==> src/hw/rtl/ovle_pkg.sv <==
// Shared constants and codes of the ordered value list engine.
`default_nettype none

package ovle_pkg;

  // List geometry
  localparam int CAPACITY = 16;
  localparam int IDX_W    = $clog2(CAPACITY);
  localparam int CNT_W    = $clog2(CAPACITY + 1);
  localparam int DATA_W   = 32;

  // Fixed field widths of the channels
  localparam int OP_W     = 2;
  localparam int POS_W    = 5;
  localparam int LEN_W    = 5;
  localparam int STAT_W   = 2;

  typedef enum logic [OP_W-1:0] {
    OP_APPEND = 2'd0,
    OP_FRONT  = 2'd1,
    OP_FIND   = 2'd2,
    OP_DELETE = 2'd3
  } opcode_e;

  typedef enum logic [STAT_W-1:0] {
    ST_OK       = 2'd0,
    ST_FULL     = 2'd1,
    ST_NOTFOUND = 2'd2
  } status_e;

endpackage

`default_nettype wire

==> src/hw/rtl/ovle_if.sv <==
// Request and response channel interfaces of the ordered value list engine.
`default_nettype none

interface ovle_in_if;
  import ovle_pkg::*;

  logic                     valid;
  logic                     ready;
  logic [OP_W-1:0]          opcode;
  logic signed [DATA_W-1:0] value;

  modport source (output valid, output opcode, output value, input ready);
  modport sink   (input valid, input opcode, input value, output ready);
endinterface

interface ovle_out_if;
  import ovle_pkg::*;

  logic              valid;
  logic              ready;
  logic [POS_W-1:0]  position;
  logic [LEN_W-1:0]  length;
  logic [STAT_W-1:0] status;

  modport source (output valid, output position, output length, output status, input ready);
  modport sink   (input valid, input position, input length, input status, output ready);
endinterface

`default_nettype wire

==> src/hw/rtl/ovle_ram.sv <==
// Generic single write port, single read port RAM with registered read data.
`default_nettype none

module ovle_ram #(
  parameter int WIDTH = 32,
  parameter int DEPTH = 16
) (
  input  wire logic                     clk_i,
  input  wire logic                     we_i,
  input  wire logic [$clog2(DEPTH)-1:0] waddr_i,
  input  wire logic [WIDTH-1:0]         wdata_i,
  input  wire logic [$clog2(DEPTH)-1:0] raddr_i,
  output logic      [WIDTH-1:0]         rdata_o
);

  logic [WIDTH-1:0] mem_q [DEPTH];
  logic [WIDTH-1:0] rdata_q;

  // Write one word, read one word a cycle
  always_ff @(posedge clk_i) begin
    if (we_i) begin
      mem_q[waddr_i] <= wdata_i;
    end
    rdata_q <= mem_q[raddr_i];
  end

  assign rdata_o = rdata_q;

endmodule

`default_nettype wire

==> src/hw/rtl/ordered_value_list_engine.sv <==
// Ordered value list engine: circular list store, search and delete sequencer.
// Find and delete walk the list from the head to a match or the end of the list; delete
//   then moves each entry behind the match one place toward the head.
// Throughput: one item at a time, the next accepted in the same cycle as the result issues;
//   one comparator walks one entry a cycle.
// Reset: the list is empty and the head pointer is zero; the RAM is not cleared.
`default_nettype none

module ordered_value_list_engine (
  input  wire logic    clk_i,
  input  wire logic    rst_ni,
  ovle_in_if.sink      req_i,
  ovle_out_if.source   rsp_o
);
  import ovle_pkg::*;

  // Sequencer states
  localparam logic [2:0] S_IDLE  = 3'd0;
  localparam logic [2:0] S_EXEC  = 3'd1;
  localparam logic [2:0] S_SCAN  = 3'd2;
  localparam logic [2:0] S_SHIFT = 3'd3;
  localparam logic [2:0] S_RESP  = 3'd4;

  localparam int SUM_W = CNT_W + 1;

  // Map a list position to a RAM address, wrapping once around the ring
  function automatic logic [IDX_W-1:0] phys_addr(input logic [IDX_W-1:0] head,
                                                 input logic [CNT_W-1:0] logical);
    logic [SUM_W-1:0] sum;
    sum = SUM_W'(head) + SUM_W'(logical);
    if (sum >= SUM_W'(CAPACITY)) begin
      sum = sum - SUM_W'(CAPACITY);
    end
    return sum[IDX_W-1:0];
  endfunction

  logic [2:0]        state_q, state_d;
  opcode_e           op_q, op_d;
  logic [DATA_W-1:0] value_q, value_d;
  logic [IDX_W-1:0]  head_q, head_d;
  logic [CNT_W-1:0]  count_q, count_d;
  logic [IDX_W-1:0]  idx_q, idx_d;
  logic [CNT_W-1:0]  res_pos_q, res_pos_d;
  status_e           res_status_q, res_status_d;

  logic              out_valid_q, out_valid_d;
  logic [POS_W-1:0]  out_pos_q, out_pos_d;
  logic [LEN_W-1:0]  out_len_q, out_len_d;
  status_e           out_status_q, out_status_d;

  logic              ram_we;
  logic [IDX_W-1:0]  ram_waddr;
  logic [DATA_W-1:0] ram_wdata;
  logic [IDX_W-1:0]  ram_raddr;
  logic [DATA_W-1:0] ram_rdata;

  logic              req_accept;
  logic              rsp_take;
  logic              list_full;
  logic [CNT_W-1:0]  idx_next;
  logic [CNT_W-1:0]  idx_next2;

  assign list_full  = (count_q == CNT_W'(CAPACITY));
  assign idx_next   = CNT_W'(idx_q) + CNT_W'(1);
  assign idx_next2  = CNT_W'(idx_q) + CNT_W'(2);
  assign req_accept = req_i.valid && (state_q == S_IDLE);
  assign rsp_take   = out_valid_q && rsp_o.ready;

  assign req_i.ready    = (state_q == S_IDLE);
  assign rsp_o.valid    = out_valid_q;
  assign rsp_o.position = out_pos_q;
  assign rsp_o.length   = out_len_q;
  assign rsp_o.status   = out_status_q;

  // Entry store
  ovle_ram #(
    .WIDTH (DATA_W),
    .DEPTH (CAPACITY)
  ) u_ram (
    .clk_i   (clk_i),
    .we_i    (ram_we),
    .waddr_i (ram_waddr),
    .wdata_i (ram_wdata),
    .raddr_i (ram_raddr),
    .rdata_o (ram_rdata)
  );

  // Sequencer: execute, scan one entry a cycle, close the gap, respond
  always_comb begin
    state_d      = state_q;
    op_d         = op_q;
    value_d      = value_q;
    head_d       = head_q;
    count_d      = count_q;
    idx_d        = idx_q;
    res_pos_d    = res_pos_q;
    res_status_d = res_status_q;
    out_valid_d  = out_valid_q;
    out_pos_d    = out_pos_q;
    out_len_d    = out_len_q;
    out_status_d = out_status_q;
    ram_we       = 1'b0;
    ram_waddr    = phys_addr(head_q, count_q);
    ram_wdata    = value_q;
    ram_raddr    = phys_addr(head_q, idx_next);

    // Drop the held result once taken
    if (rsp_take) begin
      out_valid_d = 1'b0;
    end

    case (state_q)
      S_IDLE: begin
        if (req_accept) begin
          op_d    = opcode_e'(req_i.opcode);
          value_d = req_i.value;
          state_d = S_EXEC;
        end
      end
      S_EXEC: begin
        res_pos_d    = '0;
        res_status_d = ST_OK;
        idx_d        = '0;
        state_d      = S_RESP;
        case (op_q)
          OP_APPEND: begin
            if (list_full) begin
              res_status_d = ST_FULL;
            end else begin
              ram_we    = 1'b1;
              ram_waddr = phys_addr(head_q, count_q);
              count_d   = count_q + CNT_W'(1);
            end
          end
          OP_FRONT: begin
            if (list_full) begin
              res_status_d = ST_FULL;
            end else begin
              if (head_q == '0) begin
                head_d = IDX_W'(CAPACITY - 1);
              end else begin
                head_d = head_q - IDX_W'(1);
              end
              ram_we    = 1'b1;
              ram_waddr = head_d;
              count_d   = count_q + CNT_W'(1);
            end
          end
          OP_FIND, OP_DELETE: begin
            if (count_q == '0) begin
              res_status_d = ST_NOTFOUND;
            end else begin
              ram_raddr = phys_addr(head_q, '0);
              state_d   = S_SCAN;
            end
          end
          default: begin
            state_d = S_RESP;
          end
        endcase
      end
      S_SCAN: begin
        // Data of entry idx_q arrives; fetch the next one meanwhile
        ram_raddr = phys_addr(head_q, idx_next);
        if (ram_rdata == value_q) begin
          if (op_q == OP_FIND) begin
            res_pos_d = idx_next;
            state_d   = S_RESP;
          end else begin
            state_d = S_SHIFT;
          end
        end else if (idx_next >= count_q) begin
          res_status_d = ST_NOTFOUND;
          state_d      = S_RESP;
        end else begin
          idx_d = idx_next[IDX_W-1:0];
        end
      end
      S_SHIFT: begin
        // Move entry idx_q+1 into idx_q until the tail is reached
        if (idx_next < count_q) begin
          ram_we    = 1'b1;
          ram_waddr = phys_addr(head_q, CNT_W'(idx_q));
          ram_wdata = ram_rdata;
          ram_raddr = phys_addr(head_q, idx_next2);
          idx_d     = idx_next[IDX_W-1:0];
        end else begin
          count_d = count_q - CNT_W'(1);
          state_d = S_RESP;
        end
      end
      S_RESP: begin
        if (!out_valid_q || rsp_o.ready) begin
          out_valid_d  = 1'b1;
          out_pos_d    = POS_W'(res_pos_q);
          out_len_d    = LEN_W'(count_q);
          out_status_d = res_status_q;
          state_d      = S_IDLE;
        end
      end
      default: begin
        state_d = S_IDLE;
      end
    endcase
  end

  // Control state
  always_ff @(posedge clk_i or negedge rst_ni) begin
    if (!rst_ni) begin
      state_q     <= S_IDLE;
      head_q      <= '0;
      count_q     <= '0;
      out_valid_q <= 1'b0;
    end else begin
      state_q     <= state_d;
      head_q      <= head_d;
      count_q     <= count_d;
      out_valid_q <= out_valid_d;
    end
  end

  // Payload and working registers
  always_ff @(posedge clk_i) begin
    op_q         <= op_d;
    value_q      <= value_d;
    idx_q        <= idx_d;
    res_pos_q    <= res_pos_d;
    res_status_q <= res_status_d;
    out_pos_q    <= out_pos_d;
    out_len_q    <= out_len_d;
    out_status_q <= out_status_d;
  end

  // Checks
  a_count_bound: assert property (@(posedge clk_i) disable iff (!rst_ni)
    count_q <= CNT_W'(CAPACITY))
    else $error("list length beyond capacity");

  a_write_states: assert property (@(posedge clk_i) disable iff (!rst_ni)
    ram_we |-> (state_q == S_EXEC || state_q == S_SHIFT))
    else $error("RAM written outside execute or shift");

  a_walk_in_list: assert property (@(posedge clk_i) disable iff (!rst_ni)
    (state_q == S_SCAN || state_q == S_SHIFT) |-> (CNT_W'(idx_q) < count_q))
    else $error("walk index beyond list end");

  a_accept_exec: assert property (@(posedge clk_i) disable iff (!rst_ni)
    req_accept |=> (state_q == S_EXEC))
    else $error("accepted item not executed");

  a_count_change: assert property (@(posedge clk_i) disable iff (!rst_ni)
    !$stable(count_q) |-> ($past(state_q) == S_EXEC || $past(state_q) == S_SHIFT))
    else $error("list length changed outside execute or shift");

endmodule

`default_nettype wire
==> src/flat_wrapper.sv <==
// flat-port wrapper written by rule: the top's interface ports become plain ports
module ordered_value_list_engine_flat import ovle_pkg::*;
  (clk_i, rst_ni, req_i_valid, req_i_opcode, req_i_value, req_i_ready, rsp_o_valid, rsp_o_position, rsp_o_length, rsp_o_status, rsp_o_ready);
  ovle_in_if req_i_i ();
  ovle_out_if rsp_o_i ();
  input  wire logic clk_i;
  input  wire logic rst_ni;
  input wire logic [$bits(req_i_i.valid)-1:0] req_i_valid;
  input wire logic [$bits(req_i_i.opcode)-1:0] req_i_opcode;
  input wire logic [$bits(req_i_i.value)-1:0] req_i_value;
  output wire logic [$bits(req_i_i.ready)-1:0] req_i_ready;
  output wire logic [$bits(rsp_o_i.valid)-1:0] rsp_o_valid;
  output wire logic [$bits(rsp_o_i.position)-1:0] rsp_o_position;
  output wire logic [$bits(rsp_o_i.length)-1:0] rsp_o_length;
  output wire logic [$bits(rsp_o_i.status)-1:0] rsp_o_status;
  input wire logic [$bits(rsp_o_i.ready)-1:0] rsp_o_ready;
  assign req_i_i.valid = req_i_valid;
  assign req_i_i.opcode = req_i_opcode;
  assign req_i_i.value = req_i_value;
  assign req_i_ready = req_i_i.ready;
  assign rsp_o_valid = rsp_o_i.valid;
  assign rsp_o_position = rsp_o_i.position;
  assign rsp_o_length = rsp_o_i.length;
  assign rsp_o_status = rsp_o_i.status;
  assign rsp_o_i.ready = rsp_o_ready;
  ordered_value_list_engine u_core (.clk_i(clk_i), .rst_ni(rst_ni), .req_i(req_i_i), .rsp_o(rsp_o_i));
endmodule
==> config.mk <==
export PLATFORM = sky130hd
export DESIGN_NAME = ordered_value_list_engine_flat
export DESIGN_NICKNAME = d
export VERILOG_FILES = /design/src/hw/rtl/ovle_pkg.sv /design/src/hw/rtl/ovle_if.sv /design/src/hw/rtl/ovle_ram.sv /design/src/hw/rtl/ordered_value_list_engine.sv /design/src/flat_wrapper.sv
export SDC_FILE = /design/constraint.sdc
export NUM_CORES = 1
export LEC_CHECK = 0
export ABC_AREA = 1
export BUFFER_PORTS_ARGS = -buffer_cell sky130_fd_sc_hd__buf_2
export CORE_ASPECT_RATIO = 1.1
export CORE_MARGIN = 10
export CORE_UTILIZATION = 45
export CTS_BUF_LIST = sky130_fd_sc_hd__clkbuf_16
export DETAILED_ROUTE_END_ITERATION = 12
export PLACE_DENSITY_LB_ADDON = 0.12
export SYNTH_ARGS = -nofsm -noshare
export SYNTH_HDL_FRONTEND = slang
export SYNTH_SLANG_ARGS = --single-unit
==> constraint.sdc <==
create_clock -name clk_i -period 4.4 [get_ports clk_i]
set_input_delay 0.22 -clock clk_i [delete_from_list [all_inputs] [get_ports clk_i]]
set_output_delay 0.22 -clock clk_i [all_outputs]
set_load 0.02 [all_outputs]
# Yosys cells after proc, flatten, opt, wreduce, memory -nomap -nowiden
# Memories as Yosys holds them, arrays and structs flattened. A register that Yosys moved wholly into a read port is not among the register bits.
# Index checks and enable logic that the tools add are counted.
dict set report op_classes {
  magnitude_cmp 7
  reduce_logical 21
  add_sub_neg 14
  muxes 51
  eq_ne 21
  bitwise 1
}
# op count
set ops {}
lappend ops {{32-bit two-way mux} 2}
lappend ops {{4-bit two-way mux} 15}
lappend ops {{32-bit == test} 1}
lappend ops {{5-bit two-way mux} 5}
lappend ops {{3-bit two-way mux} 8}
lappend ops {{4-bit by 1-bit subtractor with 4-bit output, second input constant} 6}
lappend ops {{5-bit one-hot mux with 2 select lines} 2}
lappend ops {{4-bit by 5-bit adder with 6-bit output} 3}
lappend ops {{6-bit by 5-bit >= comparator with 1-bit output, second input constant} 3}
lappend ops {{4-bit one-hot mux with 2 select lines} 2}
lappend ops {{3-bit one-hot mux with 5 select lines} 1}
lappend ops {{2-bit by 1-bit inequality test with 1-bit output, second input constant} 6}
lappend ops {{4-bit one-hot mux with 3 select lines} 1}
lappend ops {{4-bit AND reduction} 3}
lappend ops {{2-bit inequality test, second input constant} 5}
lappend ops {{1-bit two-way mux} 9}
lappend ops {{3-bit AND reduction} 3}
lappend ops {{2-bit one-hot mux with 2 select lines} 2}
lappend ops {{3-bit by 2-bit == test with 1-bit output, second input constant} 2}
lappend ops {{2-bit two-way mux} 3}
lappend ops {{4-bit by 1-bit adder with 5-bit output, second input constant} 1}
lappend ops {{4-bit by 2-bit adder with 5-bit output, second input constant} 1}
lappend ops {{4-bit by 4-bit adder with 5-bit output} 1}
lappend ops {{5-bit by 1-bit adder with 5-bit output, second input constant} 1}
lappend ops {{24 further kinds} 29}
dict set report totals {
  wordCells 128
  reg_bits 70
  input_bits 38
  memories 1
  output_inout_bits 14
  mem_bits_rw 512
}
# memory words width read_ports rd_clocked_by_memory_dff write_ports line
set memory_table {}
lappend memory_table {u_core.u_ram.mem_q 16 32 1 1 1 ovle_ram.sv:16} ;# logic [WIDTH-1:0] mem_q [DEPTH];

# Logic depth before layout (Yosys ltp)
dict set report logic_depth {
  word_depth 7
  ltp_mapped 18
  ltp_nobuf 16
}

# By module
# Synthesis repeated with hierarchy kept, for this count alone.
dict set report hier_totals {
  cells_unflattened 2563
  area_unflattened_um2 27017.2
}
# module cells_each area_per_inst_um2 seq_area_each_um2 instances
set modules_own_cells {}
lappend modules_own_cells {ovle_ram 2120 22730.6 16015.4 1}
lappend modules_own_cells {ordered_value_list_engine 443 4286.6 2037.0 1}

# Worst setup path before layout
# Ideal clock, no wire load.
dict set report synth_path {
  kind {register -> register}
  startpoint {reg u_core.idx_q[0]}
  endpoint {mem u_core.u_ram.mem_q[0][0], enable pin}
  setup_slack_ps 420
  path_buffers 0
  setup_ps 421
  required_ps 3979
  path_stages_with_launch 15
  period_less_slack_ps 3980
  arrival_time_ps 3558
  path_cell_list {edfxtp_1 nand3_1 xor2_1 inv_1 ha_1 nand2_1 nor2_1 nand2_1 nand3_1 inv_1 a32oi_1 nand3_1 a21oi_1 nand2_1 nor2_1}
}
dict set report synth_via {
  elab_chain_cells 6
  elab_cells_between_ends 12
  classes_between {add/sub (3); order compare (2); mux (7)}
}
# item line
set synth_rtl {}
lappend synth_rtl {{from (decl)} ordered_value_list_engine.sv:42} ;# logic [IDX_W-1:0] idx_q, idx_d;
lappend synth_rtl {{from (signal assigned)} ordered_value_list_engine.sv:226} ;# idx_q <= idx_d;
lappend synth_rtl {{4-bit by 1-bit adder with 5-bit output *} ordered_value_list_engine.sv:64} ;# assign idx_next = CNT_W'(idx_q) + CNT_W'(1);
lappend synth_rtl {{net u_core.idx_next[3]} ordered_value_list_engine.sv:60} ;# logic [CNT_W-1:0] idx_next;
lappend synth_rtl {{5-bit less-than comparator *} ordered_value_list_engine.sv:181} ;# if (idx_next < count_q) begin
lappend synth_rtl {{1-bit two-way mux} ordered_value_list_engine.sv:181}
lappend synth_rtl {{1-bit one-hot mux with 2 select lines} ordered_value_list_engine.sv:112} ;# case (state_q)
lappend synth_rtl {{1-bit two-way mux} ovle_ram.sv:21} ;# if (we_i) begin
lappend synth_rtl {{1-bit two-way mux (not written as such)} ovle_ram.sv:22} ;# mem_q[waddr_i] <= wdata_i;
lappend synth_rtl {{to (decl)} ovle_ram.sv:16}
# The timed path passes the listed nets; every way through them passes the cells marked *.

# Final worst setup path
dict set report layout_path {
  startpoint {reg u_core.idx_q[0]}
  endpoint {reg u_core.u_ram.rdata_q[9], in the netlist u_core.u_ram.rdata_o[9], read port of u_core.u_ram.mem_q}
}
dict set report layout_via {
  elab_chain_cells 7
  elab_cells_between_ends 15
  classes_between {add/sub (6); order compare (3); mux (6)}
}
# item line
set layout_rtl {}
lappend layout_rtl {{4-bit by 1-bit adder with 5-bit output *} ordered_value_list_engine.sv:64}
lappend layout_rtl {{net u_core.idx_next[3]} ordered_value_list_engine.sv:60}
lappend layout_rtl {{4-bit by 5-bit adder with 6-bit output} ordered_value_list_engine.sv:30} ;# sum = SUM_W'(head) + SUM_W'(logical);
lappend layout_rtl {{6-bit by 5-bit >= comparator with 1-bit output / 4-bit by 1-bit subtractor with 4-bit output (equally long branches)} {ordered_value_list_engine.sv:31, ordered_value_list_engine.sv:32}}
lappend layout_rtl {{4-bit two-way mux} ordered_value_list_engine.sv:31} ;# if (sum >= SUM_W'(CAPACITY)) begin
lappend layout_rtl {{4-bit two-way mux} ordered_value_list_engine.sv:150} ;# if (count_q == '0) begin
lappend layout_rtl {{4-bit two-way mux} ordered_value_list_engine.sv:125} ;# case (op_q)
lappend layout_rtl {{4-bit one-hot mux with 2 select lines *} ordered_value_list_engine.sv:112}
lappend layout_rtl {{to (decl)} ovle_ram.sv:17} ;# logic [WIDTH-1:0] rdata_q;
# Marks and branches as above.
# A chain may end at the register's enable or synchronous reset.

==> summary.txt <==
Floorplan
  • Core area: 62200 um^2
  • Num ports: 52
  • Die Span Y: 283 um
  • Rows: 96
  • Die ar.: 73100 um^2
  • Initial Util: 0.453
  • Die W: 259 um

Yosys
  • Cell area after synthesis: 28200 um^2
  • Synthesized Nets: 2794
  • Syn Inst Count: 2729
  • Post-synth EDFFs: 569
  • Syn_area_per_cell: 10.3 um^2
  • Top_reg_cell synth: edfxtp_1
  • Synth warnings: 0
  • Synth async-reset ratio: 0.0212
  • Register area share after synthesis: 0.640
  • Unique masters post-synth: 44
  • Yosys reg bits: 614

Detailed routing
  • WL final: 78200 um
  • 1st-pass router iterations: 6
  • Vias per Instance: 5.39
  • Drc violations: 0
  • Post-route ant nets: 0
  • Drt wl/cell: 21.3 um
  • Initial DRC count: 1991
  • Via count: 19754

Finish
  • Layout area overhead: 13.1%
  • Most common cell after layout, fill and taps aside: inv_1
  • Antenna diodes: 0
  • Layout net count: 2845
  • Share of layout cells above drive strength 1: 0.0837
  • Most frequent cells in the layout: inv_1, edfxtp_1, nand3_1, nand2_1, nand4_1
  • Multi-input gate area: 7290 um^2
  • Reg area: 18100 um^2
  • Fin area: 31900 um^2
  • Fillcell total: 5669

STA
  • Hold Worst Slack: 0.0485 ns
  • Period minus WS final: 4.02 ns
  • Final setup TNS: 0 ns
  • Final Hold Vio Count: 0
  • Clock Skew: 0.0250 ns
  • Final worst path period share: 0.914
  • Fmax achieved: 0.249 GHz
  • Worst-Margin Slew: 1.09 ns
  • Final setup fails: 0
  • Max Slew Vio Count: 0
  • Slew HR: 0.273
  • RSZ-0062 raised after global routing: no

Clock network
  • Number of H-tree levels: 3
  • CTS tree: yes
  • Clock sinks: 614
  • Clock buffer depth: 3
  • Post-CTS setup buffers: 0
  • CTS Buf Count: 68
  • Clock root buffer: clkbuf_16
  • Quantity of gates resized following cts: 0
  • CTS clk-pin slew, worst paths: 0.07 ns
  • Worst-Skew Late Latency: 0.60 ns

Worst setup path
  • Arr. time, crit path: 4.56 ns
  • Critical path type: flop to flop
  • Crit end category: flop
  • Startpoint types: flop
  • CP Data Required Time: 4.94 ns
  • Worst Path Max Fanout: 51

GRT
  • First-pass GRT wire length: 118000 um
  • GRT overflow: 0
  • Vias in the first global route: 19199
  • Total track usage: 0.214
  • Largest net degree at the start of global routing: 150
  • Initial antenna violation count: 1

Worst hold path
  • Hold Crit Class: input port to async pin

Place
  • I/O Buffers: 51
  • Post-DP Area: 29500 um^2
  • Final Wtd Congestion: 0.840
  • HPWL Detailed: 40900 um

Outcome
  • Status: finished, final reports clean

Flow run
  • Max-cap viol count: 0
-- Yosys cell counts (21+ instances only) --
master,number,area (um^2)
inv_1,571,2140
edfxtp_1,569,17100
nand3_1,471,2360
nand2_1,455,1710
nand4_1,258,1610
buf_2,97,485
nor2_1,51,191
dfxtp_1,32,641
clkbuf_1,25,93.8
buf_4,24,180
o21ai_0,23,115
ha_1,22,275
xnor2_1,22,193
xor2_1,21,184
-- final timing paths --
kind | from | to | slack, ns | cells past startpoint
min in group clk_i | req_i_valid | u_core.state_q[1]$_DFFE_PN0P_ | 0.14 | 4
worst min register to register | u_core.res_pos_q[0]$_SDFFCE_PP0P_ | u_core.rsp_o.position[0]$_DFFE_PP_ | 0.42 | 0
worst max-delay path | u_core.idx_q[0]$_SDFFCE_PN0P_ | u_core.u_ram.rdata_o[9]$_DFF_P_ | 0.38 | 17
worst max register to register | u_core.idx_q[0]$_SDFFCE_PN0P_ | u_core.u_ram.rdata_o[9]$_DFF_P_ | 0.38 | 17
max in group asynchronous | rst_ni | u_core.rsp_o.valid$_DFF_PN0_ | 4.07 | 2
worst min-delay path | rst_ni | u_core.head_q[1]$_DFFE_PN0P_ | 0.05 | 2
-- metal layers --
metal	global-route usage	vias to the layer above	part of all wire
met3	0.0305	123	0.064
li1	-	9302	-
met1	0.282	9647	0.43
met5	0	-	0
met2	0.356	682	0.48
met4	0.0744	0	0.026
-- sequential cells by signal, summed over array words and instances, names as in the netlist --
register / count
u_core.res_status_q: 2
u_core.u_ram.mem_q: 512
u_core.rsp_o.valid: 1
u_core.state_q: 3
u_core.idx_q: 4
u_core.head_q: 4
u_core.rsp_o.status: 2
u_core.op_q: 2
u_core.u_ram.rdata_o: 32
u_core.count_q: 5
u_core.res_pos_q: 5
u_core.value_q: 32
u_core.rsp_o.length: 5
u_core.rsp_o.position: 5
-- cells by family after synthesis --
| group | count (synthesis) | share of synthesized area |
|---|---|---|
| AO/OA/AOI/OAI | 43 | 0.00891 |
| XOR/XNOR | 44 | 0.0139 |
| flip-flops | 614 | 0.640 |
| adder cells (fa/ha/maj) | 27 | 0.0133 |
| buffers and inverters | 741 | 0.109 |
| AND/OR/NAND/NOR | 1260 | 0.215 |
-- cell type report --
| cell class | instances | share of cell area |
|---|---|---|
| tap | 833 | 0.0326 |
| inverter | 575 | 0.0676 |
| clock inverter | 50 | 0.00874 |
| sequential | 614 | 0.565 |
| timing repair buffer | 147 | 0.0424 |
| multi-input combinational | 1374 | 0.228 |
| clock buffer | 70 | 0.0549 |
-- what timing repair did --
item	CTS	global route
setup endpoints to repair	0	0
hold buffers	36	0
endpoints found under the hold margin	49	0
-- metrics by stage --
step / cells / util / setup WS (ns)
after global placement: 3507 / 0.475 / 0.590
final: 3663 / 0.513 / 0.378
after detailed placement: 3507 / 0.475 / 0.416
after floorplan: 2729 / - / 0.420
after global routing: 3663 / 0.513 / 0.112
after CTS: 3663 / 0.513 / 0.373
-- critical path, stage by stage, from the launching register on --
cell and delay, ns:
edfxtp_1 0.51, nand3_1 0.19, xor2_1 0.26, inv_1 0.08
ha_1 0.27, nand2_1 0.07, nor2_1 0.15, nand2_1 0.14
nand4_4 0.19, inv_2 0.09, nand2_1 0.12, nand2_1 0.11
nor2_4 0.59, buf_4 0.67, nand3_1 0.16, nand3_1 0.13
nand3_1 0.09, nand2_1 0.09
Power is not shown: default switching activity piles up to over one toggle a cycle in this logic, so the estimate is an artifact.
